===== config.mk =====
export PLATFORM = sky130hd
export DESIGN_NAME = sample_artifact_monitor_core_flat
export DESIGN_NICKNAME = d
export VERILOG_FILES = /design/src/rtl/sam_pkg.sv /design/src/rtl/sam_sample_if.sv /design/src/rtl/sam_result_if.sv /design/src/rtl/sample_artifact_monitor_core.sv /design/src/rtl/sam_result_queue.sv /design/src/flat_wrapper.sv
export SDC_FILE = /design/constraint.sdc
export NUM_CORES = 1
export LEC_CHECK = 0
export BUFFER_PORTS_ARGS = -buffer_cell sky130_fd_sc_hd__buf_2
export CAP_MARGIN = 20
export CORE_UTILIZATION = 42
export CTS_CLUSTER_SIZE = 14
export DETAILED_ROUTE_END_ITERATION = 8
export SLEW_MARGIN = 20
export SYNTH_ARGS = -nofsm -noshare
export SYNTH_HDL_FRONTEND = slang
export SYNTH_SLANG_ARGS = --single-unit
export TNS_END_PERCENT = 5

===== constraint.sdc =====
create_clock -name clk -period 11.1 [get_ports clk]
set_clock_uncertainty 0.2 [all_clocks]
set_input_delay 2.22 -clock clk [delete_from_list [all_inputs] [get_ports clk]]
set_output_delay 2.22 -clock clk [all_outputs]
set_load 0.02 [all_outputs]

===== src/rtl/sam_pkg.sv =====
`default_nettype none

package sam_pkg;

  // Width of the per-frame sample index; the index saturates at its all-ones value.
  localparam int INDEX_WIDTH = 16;

  localparam int DATA_WIDTH  = 16;
  localparam int COUNT_WIDTH = 16;
  localparam int CFG_ADDR_WIDTH = 2;

  // Widths that cover both the index and the 16-bit quantities it is compared with.
  localparam int CMP_WIDTH   = (INDEX_WIDTH > COUNT_WIDTH) ? INDEX_WIDTH : COUNT_WIDTH;
  localparam int CLAMP_WIDTH = (INDEX_WIDTH > COUNT_WIDTH + 1) ? INDEX_WIDTH : COUNT_WIDTH + 1;
  localparam int PROD_WIDTH  = (INDEX_WIDTH > COUNT_WIDTH + 7) ? INDEX_WIDTH : COUNT_WIDTH + 7;

  localparam int CLIP_PERCENT_SCALE = 100;

  localparam logic [DATA_WIDTH-1:0] CLIP_THRESHOLD_RESET    = 16'd32440;
  localparam logic [DATA_WIDTH-1:0] SILENCE_THRESHOLD_RESET = 16'd33;
  localparam logic [DATA_WIDTH-1:0] MIN_DROPOUT_RESET       = 16'd100;

  typedef enum logic [CFG_ADDR_WIDTH-1:0] {
    CFG_CLIP_THRESHOLD    = 2'd0,
    CFG_SILENCE_THRESHOLD = 2'd1,
    CFG_MIN_DROPOUT       = 2'd2
  } cfg_reg_t;

  localparam logic KIND_DROPOUT = 1'b0;
  localparam logic KIND_SUMMARY = 1'b1;

  typedef struct packed {
    logic                   kind;
    logic                   is_last;
    logic [COUNT_WIDTH-1:0] run_start;
    logic [COUNT_WIDTH-1:0] run_end;
    logic [COUNT_WIDTH-1:0] clip_count;
    logic                   clip_flag;
    logic [COUNT_WIDTH-1:0] dropout_count;
    logic                   dropout_flag;
    logic [COUNT_WIDTH-1:0] crossing_count;
    logic [COUNT_WIDTH-1:0] sample_count;
  } result_t;

  // Which of the two result slots an accepted sample fills.
  typedef struct packed {
    logic first_valid;
    logic second_valid;
  } push_t;

  function automatic logic [COUNT_WIDTH-1:0] clamp_index(input logic [INDEX_WIDTH-1:0] v);
    logic [CLAMP_WIDTH-1:0] wide;
    wide = CLAMP_WIDTH'(v);
    if (wide > CLAMP_WIDTH'({COUNT_WIDTH{1'b1}})) begin
      return {COUNT_WIDTH{1'b1}};
    end
    return wide[COUNT_WIDTH-1:0];
  endfunction

  function automatic logic [COUNT_WIDTH-1:0] sat_inc(input logic [COUNT_WIDTH-1:0] v);
    return (v == {COUNT_WIDTH{1'b1}}) ? v : v + 1'b1;
  endfunction

endpackage

`default_nettype wire


===== src/rtl/sam_sample_if.sv =====
`default_nettype none

interface sam_sample_if import sam_pkg::*; ();
  logic                         valid;
  logic                         ready;
  logic signed [DATA_WIDTH-1:0] sample;
  logic                         frame_end;

  modport source (output valid, output sample, output frame_end, input ready);
  modport sink (input valid, input sample, input frame_end, output ready);
endinterface

`default_nettype wire


===== src/rtl/sam_result_if.sv =====
`default_nettype none

interface sam_result_if import sam_pkg::*; ();
  logic                   valid;
  logic                   ready;
  logic                   kind;
  logic                   is_last;
  logic [COUNT_WIDTH-1:0] run_start;
  logic [COUNT_WIDTH-1:0] run_end;
  logic [COUNT_WIDTH-1:0] clip_count;
  logic                   clip_flag;
  logic [COUNT_WIDTH-1:0] dropout_count;
  logic                   dropout_flag;
  logic [COUNT_WIDTH-1:0] crossing_count;
  logic [COUNT_WIDTH-1:0] sample_count;

  modport source (
    output valid, output kind, output is_last, output run_start, output run_end,
    output clip_count, output clip_flag, output dropout_count, output dropout_flag,
    output crossing_count, output sample_count, input ready
  );
  modport sink (
    input valid, input kind, input is_last, input run_start, input run_end,
    input clip_count, input clip_flag, input dropout_count, input dropout_flag,
    input crossing_count, input sample_count, output ready
  );
endinterface

`default_nettype wire


===== src/rtl/sample_artifact_monitor_core.sv =====
`default_nettype none

// Audio clipping and dropout monitor. Samples arrive one per transfer on
// samples, with frame_end on the last sample of a frame; each accepted
// sample updates the clip, zero-crossing and silent-run trackers at once.
// A silent run closed by a loud sample more than min_dropout_length
// samples after its start yields a dropout record; the last sample of a
// frame yields a frame summary (after any dropout record it closes) and
// clears all frame state. Results leave through a three-entry queue:
// samples keep flowing at one per cycle while at most one result is
// waiting, and a sample that produces two results queues both, the
// dropout record ahead of the summary. Configuration writes take effect
// at the next cycle and are meant to be made while no results are pending.
module sample_artifact_monitor_core import sam_pkg::*; (
  input  wire logic                      clk,
  input  wire logic                      rst,
  input  wire logic                      cfg_wr_en,
  input  wire logic [CFG_ADDR_WIDTH-1:0] cfg_addr,
  input  wire logic [DATA_WIDTH-1:0]     cfg_wdata,
  sam_sample_if.sink                     samples,
  sam_result_if.source                   results
);

  logic [DATA_WIDTH-1:0]  clip_threshold;
  logic [DATA_WIDTH-1:0]  silence_threshold;
  logic [DATA_WIDTH-1:0]  min_dropout_length;

  logic [INDEX_WIDTH-1:0] sample_index;
  logic                   previous_negative;
  logic                   in_silent_run;
  logic [INDEX_WIDTH-1:0] silent_run_start;
  logic [COUNT_WIDTH-1:0] clipped_total;
  logic [COUNT_WIDTH-1:0] dropout_total;
  logic [COUNT_WIDTH-1:0] crossing_total;

  logic                   accept;
  logic                   negative;
  logic [DATA_WIDTH:0]    mag;
  logic                   silent;
  logic                   clipped;
  logic                   crossing;
  logic [INDEX_WIDTH-1:0] run_length;
  logic                   dropout;
  logic [INDEX_WIDTH-1:0] index_inc;
  logic [COUNT_WIDTH-1:0] clipped_new;
  logic [COUNT_WIDTH-1:0] dropout_new;
  logic [COUNT_WIDTH-1:0] crossing_new;
  logic [PROD_WIDTH-1:0]  clip_scaled;
  logic                   clip_flag;

  result_t                drop_rec;
  result_t                summ_rec;
  result_t                first_rec;
  push_t                  push;
  logic                   queue_room;
  logic                   head_valid;
  result_t                head;

  // Configuration registers; an unknown index is ignored.
  always_ff @(posedge clk) begin
    if (rst) begin
      clip_threshold     <= CLIP_THRESHOLD_RESET;
      silence_threshold  <= SILENCE_THRESHOLD_RESET;
      min_dropout_length <= MIN_DROPOUT_RESET;
    end else if (cfg_wr_en) begin
      unique case (cfg_addr)
        CFG_CLIP_THRESHOLD:    clip_threshold     <= cfg_wdata;
        CFG_SILENCE_THRESHOLD: silence_threshold  <= cfg_wdata;
        CFG_MIN_DROPOUT:       min_dropout_length <= cfg_wdata;
        default: ;
      endcase
    end
  end

  assign accept        = samples.valid && samples.ready;
  assign samples.ready = queue_room;

  // The magnitude is one bit wider so that the most negative sample maps to 32768.
  always_comb begin
    negative = samples.sample[DATA_WIDTH-1];
    if (negative) begin
      mag = (DATA_WIDTH+1)'(1 << DATA_WIDTH) - {1'b0, samples.sample};
    end else begin
      mag = {1'b0, samples.sample};
    end
    silent   = mag < {1'b0, silence_threshold};
    clipped  = mag >= {1'b0, clip_threshold};
    crossing = (sample_index != '0) && (negative != previous_negative);

    // The index never decreases within a frame, so the run length cannot wrap.
    run_length = sample_index - silent_run_start;
    dropout    = !silent && in_silent_run &&
                 (CMP_WIDTH'(run_length) > CMP_WIDTH'(min_dropout_length));

    index_inc    = (sample_index == '1) ? sample_index : sample_index + 1'b1;
    clipped_new  = clipped ? sat_inc(clipped_total) : clipped_total;
    dropout_new  = dropout ? sat_inc(dropout_total) : dropout_total;
    crossing_new = crossing ? sat_inc(crossing_total) : crossing_total;
    clip_scaled  = PROD_WIDTH'(clipped_new) * PROD_WIDTH'(CLIP_PERCENT_SCALE);
    clip_flag    = clip_scaled > PROD_WIDTH'(index_inc);
  end

  always_comb begin
    drop_rec           = '0;
    drop_rec.kind      = KIND_DROPOUT;
    drop_rec.is_last   = !samples.frame_end;
    drop_rec.run_start = clamp_index(silent_run_start);
    drop_rec.run_end   = clamp_index(sample_index);

    summ_rec                = '0;
    summ_rec.kind           = KIND_SUMMARY;
    summ_rec.is_last        = 1'b1;
    summ_rec.clip_count     = clipped_new;
    summ_rec.clip_flag      = clip_flag;
    summ_rec.dropout_count  = dropout_new;
    summ_rec.dropout_flag   = (dropout_new != '0);
    summ_rec.crossing_count = crossing_new;
    summ_rec.sample_count   = clamp_index(index_inc);

    first_rec         = dropout ? drop_rec : summ_rec;
    push.first_valid  = accept && (dropout || samples.frame_end);
    push.second_valid = accept && dropout && samples.frame_end;
  end

  always_ff @(posedge clk) begin
    if (rst) begin
      sample_index      <= '0;
      previous_negative <= 1'b0;
      in_silent_run     <= 1'b0;
      silent_run_start  <= '0;
      clipped_total     <= '0;
      dropout_total     <= '0;
      crossing_total    <= '0;
    end else if (accept) begin
      if (samples.frame_end) begin
        sample_index      <= '0;
        previous_negative <= 1'b0;
        in_silent_run     <= 1'b0;
        silent_run_start  <= '0;
        clipped_total     <= '0;
        dropout_total     <= '0;
        crossing_total    <= '0;
      end else begin
        sample_index      <= index_inc;
        previous_negative <= negative;
        clipped_total     <= clipped_new;
        dropout_total     <= dropout_new;
        crossing_total    <= crossing_new;
        if (silent && !in_silent_run) begin
          in_silent_run    <= 1'b1;
          silent_run_start <= sample_index;
        end else if (!silent && in_silent_run) begin
          in_silent_run <= 1'b0;
        end
      end
    end
  end

  sam_result_queue u_queue (
    .clk        (clk),
    .rst        (rst),
    .push       (push),
    .first      (first_rec),
    .second     (summ_rec),
    .pop        (results.ready),
    .room       (queue_room),
    .head_valid (head_valid),
    .head       (head)
  );

  assign results.valid          = head_valid;
  assign results.kind           = head.kind;
  assign results.is_last        = head.is_last;
  assign results.run_start      = head.run_start;
  assign results.run_end        = head.run_end;
  assign results.clip_count     = head.clip_count;
  assign results.clip_flag      = head.clip_flag;
  assign results.dropout_count  = head.dropout_count;
  assign results.dropout_flag   = head.dropout_flag;
  assign results.crossing_count = head.crossing_count;
  assign results.sample_count   = head.sample_count;

endmodule

`default_nettype wire


===== src/rtl/sam_result_queue.sv =====
`default_nettype none

// Three-entry result queue. Head sits in slot zero; up to two entries are
// pushed per cycle, so room is only offered while at most one entry waits.
module sam_result_queue import sam_pkg::*; (
  input  wire logic    clk,
  input  wire logic    rst,
  input  wire push_t   push,
  input  wire result_t first,
  input  wire result_t second,
  input  wire logic    pop,
  output logic         room,
  output logic         head_valid,
  output result_t      head
);

  localparam int DEPTH = 3;

  result_t    slot [DEPTH];
  result_t    slot_next [DEPTH];
  logic [1:0] count;
  logic [1:0] count_next;
  logic [1:0] count_after;
  logic       do_pop;

  assign do_pop     = pop && (count != 2'd0);
  assign room       = (count <= 2'd1);
  assign head_valid = (count != 2'd0);
  assign head       = slot[0];

  always_comb begin
    count_after = count - {1'b0, do_pop};
    for (int i = 0; i < DEPTH; i++) begin
      if (do_pop && i < DEPTH - 1) begin
        slot_next[i] = slot[(i < DEPTH - 1) ? i + 1 : i];
      end else begin
        slot_next[i] = slot[i];
      end
      if (push.first_valid && count_after == 2'(i)) begin
        slot_next[i] = first;
      end
      if (push.second_valid && count_after + 2'd1 == 2'(i)) begin
        slot_next[i] = second;
      end
    end
    count_next = count_after + {1'b0, push.first_valid} + {1'b0, push.second_valid};
  end

  always_ff @(posedge clk) begin
    if (rst) begin
      count <= 2'd0;
    end else begin
      count <= count_next;
    end
  end

  always_ff @(posedge clk) begin
    for (int i = 0; i < DEPTH; i++) begin
      slot[i] <= slot_next[i];
    end
  end

endmodule

`default_nettype wire

===== src/flat_wrapper.sv =====
// flat-port wrapper written by rule: the top's interface ports become plain ports
module sample_artifact_monitor_core_flat import sam_pkg::*;
  (clk, rst, cfg_wr_en, cfg_addr, cfg_wdata, samples_valid, samples_sample, samples_frame_end, samples_ready, results_valid, results_kind, results_is_last, results_run_start, results_run_end, results_clip_count, results_clip_flag, results_dropout_count, results_dropout_flag, results_crossing_count, results_sample_count, results_ready);
  sam_sample_if samples_i ();
  sam_result_if results_i ();
  input  wire logic clk;
  input  wire logic rst;
  input  wire logic cfg_wr_en;
  input  wire logic [CFG_ADDR_WIDTH-1:0] cfg_addr;
  input  wire logic [DATA_WIDTH-1:0] cfg_wdata;
  input wire logic [$bits(samples_i.valid)-1:0] samples_valid;
  input wire logic [$bits(samples_i.sample)-1:0] samples_sample;
  input wire logic [$bits(samples_i.frame_end)-1:0] samples_frame_end;
  output wire logic [$bits(samples_i.ready)-1:0] samples_ready;
  output wire logic [$bits(results_i.valid)-1:0] results_valid;
  output wire logic [$bits(results_i.kind)-1:0] results_kind;
  output wire logic [$bits(results_i.is_last)-1:0] results_is_last;
  output wire logic [$bits(results_i.run_start)-1:0] results_run_start;
  output wire logic [$bits(results_i.run_end)-1:0] results_run_end;
  output wire logic [$bits(results_i.clip_count)-1:0] results_clip_count;
  output wire logic [$bits(results_i.clip_flag)-1:0] results_clip_flag;
  output wire logic [$bits(results_i.dropout_count)-1:0] results_dropout_count;
  output wire logic [$bits(results_i.dropout_flag)-1:0] results_dropout_flag;
  output wire logic [$bits(results_i.crossing_count)-1:0] results_crossing_count;
  output wire logic [$bits(results_i.sample_count)-1:0] results_sample_count;
  input wire logic [$bits(results_i.ready)-1:0] results_ready;
  assign samples_i.valid = samples_valid;
  assign samples_i.sample = samples_sample;
  assign samples_i.frame_end = samples_frame_end;
  assign samples_ready = samples_i.ready;
  assign results_valid = results_i.valid;
  assign results_kind = results_i.kind;
  assign results_is_last = results_i.is_last;
  assign results_run_start = results_i.run_start;
  assign results_run_end = results_i.run_end;
  assign results_clip_count = results_i.clip_count;
  assign results_clip_flag = results_i.clip_flag;
  assign results_dropout_count = results_i.dropout_count;
  assign results_dropout_flag = results_i.dropout_flag;
  assign results_crossing_count = results_i.crossing_count;
  assign results_sample_count = results_i.sample_count;
  assign results_i.ready = results_ready;
  sample_artifact_monitor_core u_core (.clk(clk), .rst(rst), .cfg_wr_en(cfg_wr_en), .cfg_addr(cfg_addr), .cfg_wdata(cfg_wdata), .samples(samples_i), .results(results_i));
endmodule

# After elaboration in Yosys (flattened, before gate mapping)
# Memory sizes are Yosys's and may differ from the RTL's.
# Cells that the tools add are included.
[word_totals] wordCells=98 inputBits=40 output_inout_bits=102 mem_bits_rw=300 reg_bits=132 mem_count=1
[mem_list] name="u_core.u_queue.slot" words=3 word_bits=100 rd=3 rd_clocked_by_memory_dff=0 wr=3 line="sam_result_queue.sv:19" text="result_t slot [DEPTH];"
[op_classes] n_mul=1 mux=27 eq_ne=11 magnitude_cmp=5 addsub=10 n_reduce_logical=32
[op_table] operator="$mux 100" count=9
[op_table] operator="$mux 16" count=13
[op_table] operator="$add 16x1->16 const B" count=4
[op_table] operator="$eq 16x16->1 const B" count=4
[op_table] operator="$reduce_bool 16->1" count=2
[op_table] operator="$gt 23x16->1" count=1
[op_table] operator="$mul 16x5->21 const B" count=1
[op_table] operator="$ge 17x16->1" count=1
[op_table] operator="$lt 17x16->1" count=1
[op_table] operator="$mux 17" count=1
[op_table] operator="$sub 17x16->17 const A" count=1
[op_table] operator="$gt 16x16->1" count=1
[op_table] operator="$sub 16x16->16" count=1
[op_table] operator="$logic_and 1x1->1" count=15
[op_table] operator="$reduce_and 2->1" count=5
[op_table] operator="$eq 2x1->1 const B" count=3
[op_table] operator="$eq 2x2->1 const B" count=3
[op_table] operator="$logic_not 2->1" count=3
[op_table] operator="$add 2x1->2" count=2
[op_table] operator="$mux 1" count=4
[op_table] operator="$reduce_bool 2->1" count=2
[op_table] operator="$logic_not 1->1" count=3
[op_table] operator="$reduce_bool 3->1" count=1
[op_table] operator="$add 2x1->2 const B" count=1
[op_table] operator="4 further kinds" count=4

# Logic depth before layout (Yosys ltp)
[logic_depth] depth_word=11 mapped_depth=38 mapped_depth_nobuf=37

# Modules after synthesis
# A second synthesis with hierarchy kept.
[hier_totals] hier_cells=2737 hier_area_um2=27229.9
[modules_own_cells] module="sam_result_queue" area_each_um2=16069.2 n_inst=1 cells_per_inst=1259 seq_area_each_um2=9048.7
[modules_own_cells] module="sample_artifact_monitor_core" area_each_um2=11160.7 n_inst=1 cells_per_inst=1478 seq_area_each_um2=2602.5

# Worst setup path before layout
# OpenSTA, ideal clock, no wires.
[synth_timing] path_kind="input port to flip-flop" from="input samples_sample[4]" to="memory u_core.u_queue.slot[0][149] (netlist name) (data pin)" n_path_buf=1 arrival_time_ns=9.393 stages=37 required_ns=10.644 setup_ns=0.256 setup_slack_ns=1.251 path_cell_list="nor4_1 > nand2_1 > or4_1 > o31ai_1 > xnor2_1 > ha_1 > nand2_1 > o21ai_0 > o2111ai_1 > a31oi_1 > o21ba_2 > clkbuf_1 > nand4_1 > xor2_1 > inv_1 > ha_1 > ha_1 > inv_1 > fa_1 > inv_1 > ha_1 > a21oi_1 > nor2b_1 > a31oi_1 > nor2b_1 > xnor2_1 > ha_1 > nor3_1 > nor2_1 > a31o_2 > a21o_1 > o21ai_0 > or4_1 > nor2_1 > o31ai_1 > o2111ai_1 > a22o_1"
[synth_lines] item="from (decl)" line="flat_wrapper.sv:12" text="input wire logic [$bits(samples_i.sample)-1:0] samples_sample;"
[synth_lines] item="to (decl)" line="sam_result_queue.sv:19"

==> results.yml <==
run_status:
  outcome: "completed"
sta:
  tightestPinTransition_ns: 1.10
  finalSetupTns_ns: 0
  report.final.hold_viol_count: 0
  grt_setup_unrepaired: "no"
  fmax_mhz: 95.0
  slew-limit-headroom_pct: 26.4
  maxSlewViolCount: 0
  layout_min_cycle_time_ns: 10.53
  period_share_pct: 94.8
  finalSetupViolCount: 0
logic_synthesis:
  share_of_the_yosys_chip_area_belonging_to_registers_pct: 44.7
  synth_top_area_share_pct: 25.0
  netlist_instances: 2647
  synthesis.yosys.warnings: 0
  synth.net_count: 2834
  synth_area_per_cell_um2: 8.98
  ys_seq_elements: 432
  yosys.cell_types.count: 79
  mappedNetlistArea_um2: 23800
  postSynth.topFlopCell: "sky130_fd_sc_hd__dfxtp_1"
  synth_top_cells_by_area: "sky130_fd_sc_hd__edfxtp_1 (25%), sky130_fd_sc_hd__dfxtp_1 (20%), sky130_fd_sc_hd__ha_1 (7.1%)"
  synth_top_area_cell: "sky130_fd_sc_hd__edfxtp_1"
  async_reset_ff_share_pct: 0
  synth_enable_flop_cells: 198
placement:
  post-dp-hpwl_um: 42400
  placed_cells_incl_taps: 3304
  place_area_um2: 24300
  gp_weighted_congestion: 0.862
  port-buffer-count: 141
worst_setup_path:
  critPathLaunchType: "primary input"
  path_class: "in2reg"
  cp_max_fo: 7
  timing.critical_path.slowest_cell_delay_ns: 0.50
  required_ns: 11.24
  critPathMostFrequentCell: "sky130_fd_sc_hd__ha_1"
  critical_path_arrival_ns: 10.67
  critPathSlowestCell: "sky130_fd_sc_hd__fa_1"
  critPathCaptureType: "register"
finish:
  nFillCells: 5363
  num_antenna_cells: 0
  final_net_count: 2793
  area_of_the_multi_input_gates_um2: 11300
  area_growth_pct: 9.04
  top_register_by_number_of_flip_flops: "u_core.u_queue.slot"
  post_layout_inst_area_um2: 25900
  final_common_cell: "sky130_fd_sc_hd__nand2_1"
  final_layout_size_suffix_gt1_share_pct: 11.1
  layout.area.seq_um2: 10600
  layout_common_cells: "sky130_fd_sc_hd__nand2_1 (344), sky130_fd_sc_hd__nor2_1 (258), sky130_fd_sc_hd__dfxtp_1 (234)"
  largest_register_ff_count: 300
  final_cells: 3393
floorplan:
  num_io_pins: 142
  die-area_um2: 57500
  die_width_um: 240
  core_box_area_um2: 55500
  start_util_pct: 42.8
  rows: 86
  die_height_um: 240
grt:
  grt_remaining_overflow: 0
  first_global_vias: 18600
  grt_max_degree: 93
  antenna_violations_before_repair: 1
  wire_length_of_the_first_global_routing_pass_um: 103000
  grt_usage_pct: 22.6
clock_tree:
  tritoncts_clock_tree: "yes"
  path_clk_slew_ns: 0.06
  cts_buffer_depth: 3
  insertion_delay_ns: 0.60
  ctsHtreeMaxLevel: 2
  numClockSinks: 432
  tritoncts.num_buffers: 48
  cts_root_buf: "sky130_fd_sc_hd__clkbuf_16"
power:
  post-layout-total-power_mw: 5.09
  ir_worst_vdd_v: 0.000108
  leakagePower_nw: 10.2
  power.density_cell_area_nw_per_um2: 196
drt:
  routed_wl_um: 64900
  detailroute.via_count: 18900
  postRouteAntennaNets: 0
  drt_drc_violations_left: 0
  drt-initial-drc-count: 1364
  wl_per_cell_um: 19.1
  dr.pass1.iters: 7
  avgViaCountPerCell: 5.56
hold_path:
  worst_hold_path_type: "reg2reg"
run:
  max_cap_violations: 0
==> where the power goes <==
| group | switching, mW | internal (mW) | total, mW |
|---|---|---|---|
| logic | 0.934 | 0.426 | 1.36 |
| clock network | 0.672 | 0.890 | 1.56 |
| registers | 0.117 | 2.05 | 2.17 |
| total | 1.72 | 3.36 | 5.09 |
==> stage by stage <==
stage          util, %  hold WS (ns)  setup slack, ns
6_report          46.7         0.242            0.573
5_1_grt           46.7         0.265           0.0285
4_1_cts           46.6         0.242            0.599
3_5_place_dp      43.9         0.232          0.00319
3_3_place_gp      43.8         0.232            0.290
2_1_floorplan        -         0.222             1.25
==> cells in the mapped netlist, types with 23 or more instances <==
cell and count:
sky130_fd_sc_hd__a211oi_1 82, sky130_fd_sc_hd__a21oi_1 153, sky130_fd_sc_hd__a22oi_1 42, sky130_fd_sc_hd__and3_1 50
sky130_fd_sc_hd__buf_2 26, sky130_fd_sc_hd__buf_4 98, sky130_fd_sc_hd__clkbuf_1 129, sky130_fd_sc_hd__dfxtp_1 234
sky130_fd_sc_hd__edfxtp_1 198, sky130_fd_sc_hd__ha_1 135, sky130_fd_sc_hd__inv_1 142, sky130_fd_sc_hd__mux2i_1 48
sky130_fd_sc_hd__nand2_1 349, sky130_fd_sc_hd__nand3_1 74, sky130_fd_sc_hd__nand4_1 23, sky130_fd_sc_hd__nor2_1 264
sky130_fd_sc_hd__nor3_1 32, sky130_fd_sc_hd__o21ai_0 150, sky130_fd_sc_hd__o21ai_1 41, sky130_fd_sc_hd__o31ai_1 25
sky130_fd_sc_hd__xnor2_1 56, sky130_fd_sc_hd__xor2_1 28
==> area by class of cell <==
cell class	count	area share (%)
timing repair buffer	176	3.76
clock buffer	65	5.27
clock inverter	24	0.681
inverter	144	2.09
tap	748	3.61
sequential	432	41.0
multi-input combinational	1804	43.6
==> what timing repair did <==
item,in CTS,in global routing
gates resized for setup,0,2
setup buffers,0,0
setup endpoints to repair,0,3
hold buffers,0,0
==> cells by family after synthesis <==
group	Yosys count	share of synthesized area, %
AOI/OAI and AO/OA	638	17.0
xor gates and xnor gates	84	3.10
adders and majority gates	147	8.12
buffers and inverters	411	8.21
DFF	432	44.7
muxes	49	2.07
and+or+nand+nor	886	16.7
==> path summary, 6_finish.rpt <==
kind                                                   from                          end  slack [ns]  cells after the start
worst min register to register  u_core.u_queue.slot[0][299]  u_core.u_queue.slot[0][299]        0.24                      2
worst max register to register       u_core.sample_index[1]   u_core.u_queue.slot[0][65]        2.46                     21
worst max-delay path                      samples_sample[4]  u_core.u_queue.slot[0][149]        0.57                     37
worst min-delay path            u_core.u_queue.slot[0][299]  u_core.u_queue.slot[0][299]        0.24                      2
==> metal layers <==
| layer | share of wire (%) | up-vias | wire (µm) | track usage (%) |
|---|---|---|---|---|
| li1 | - | 9163 | - | - |
| met1 | 44 | 9098 | 28800 | 30.3 |
| met2 | 48 | 492 | 30900 | 38.0 |
| met3 | 5.5 | 101 | 3550 | 3.17 |
| met4 | 2.4 | 0 | 1590 | 6.29 |
| met5 | 0 | - | 0 | 0 |
==> worst max-delay path: cells and delay by family <==
kind	cells	cell delay [ns]
buffers and inverters	4	0.33
and+or+nand+nor	11	2.19
AOI/OAI and AO/OA	13	3.26
xor gates and xnor gates	3	0.64
adders and majority gates	6	2.01
Power figures use the tool's default switching activity.
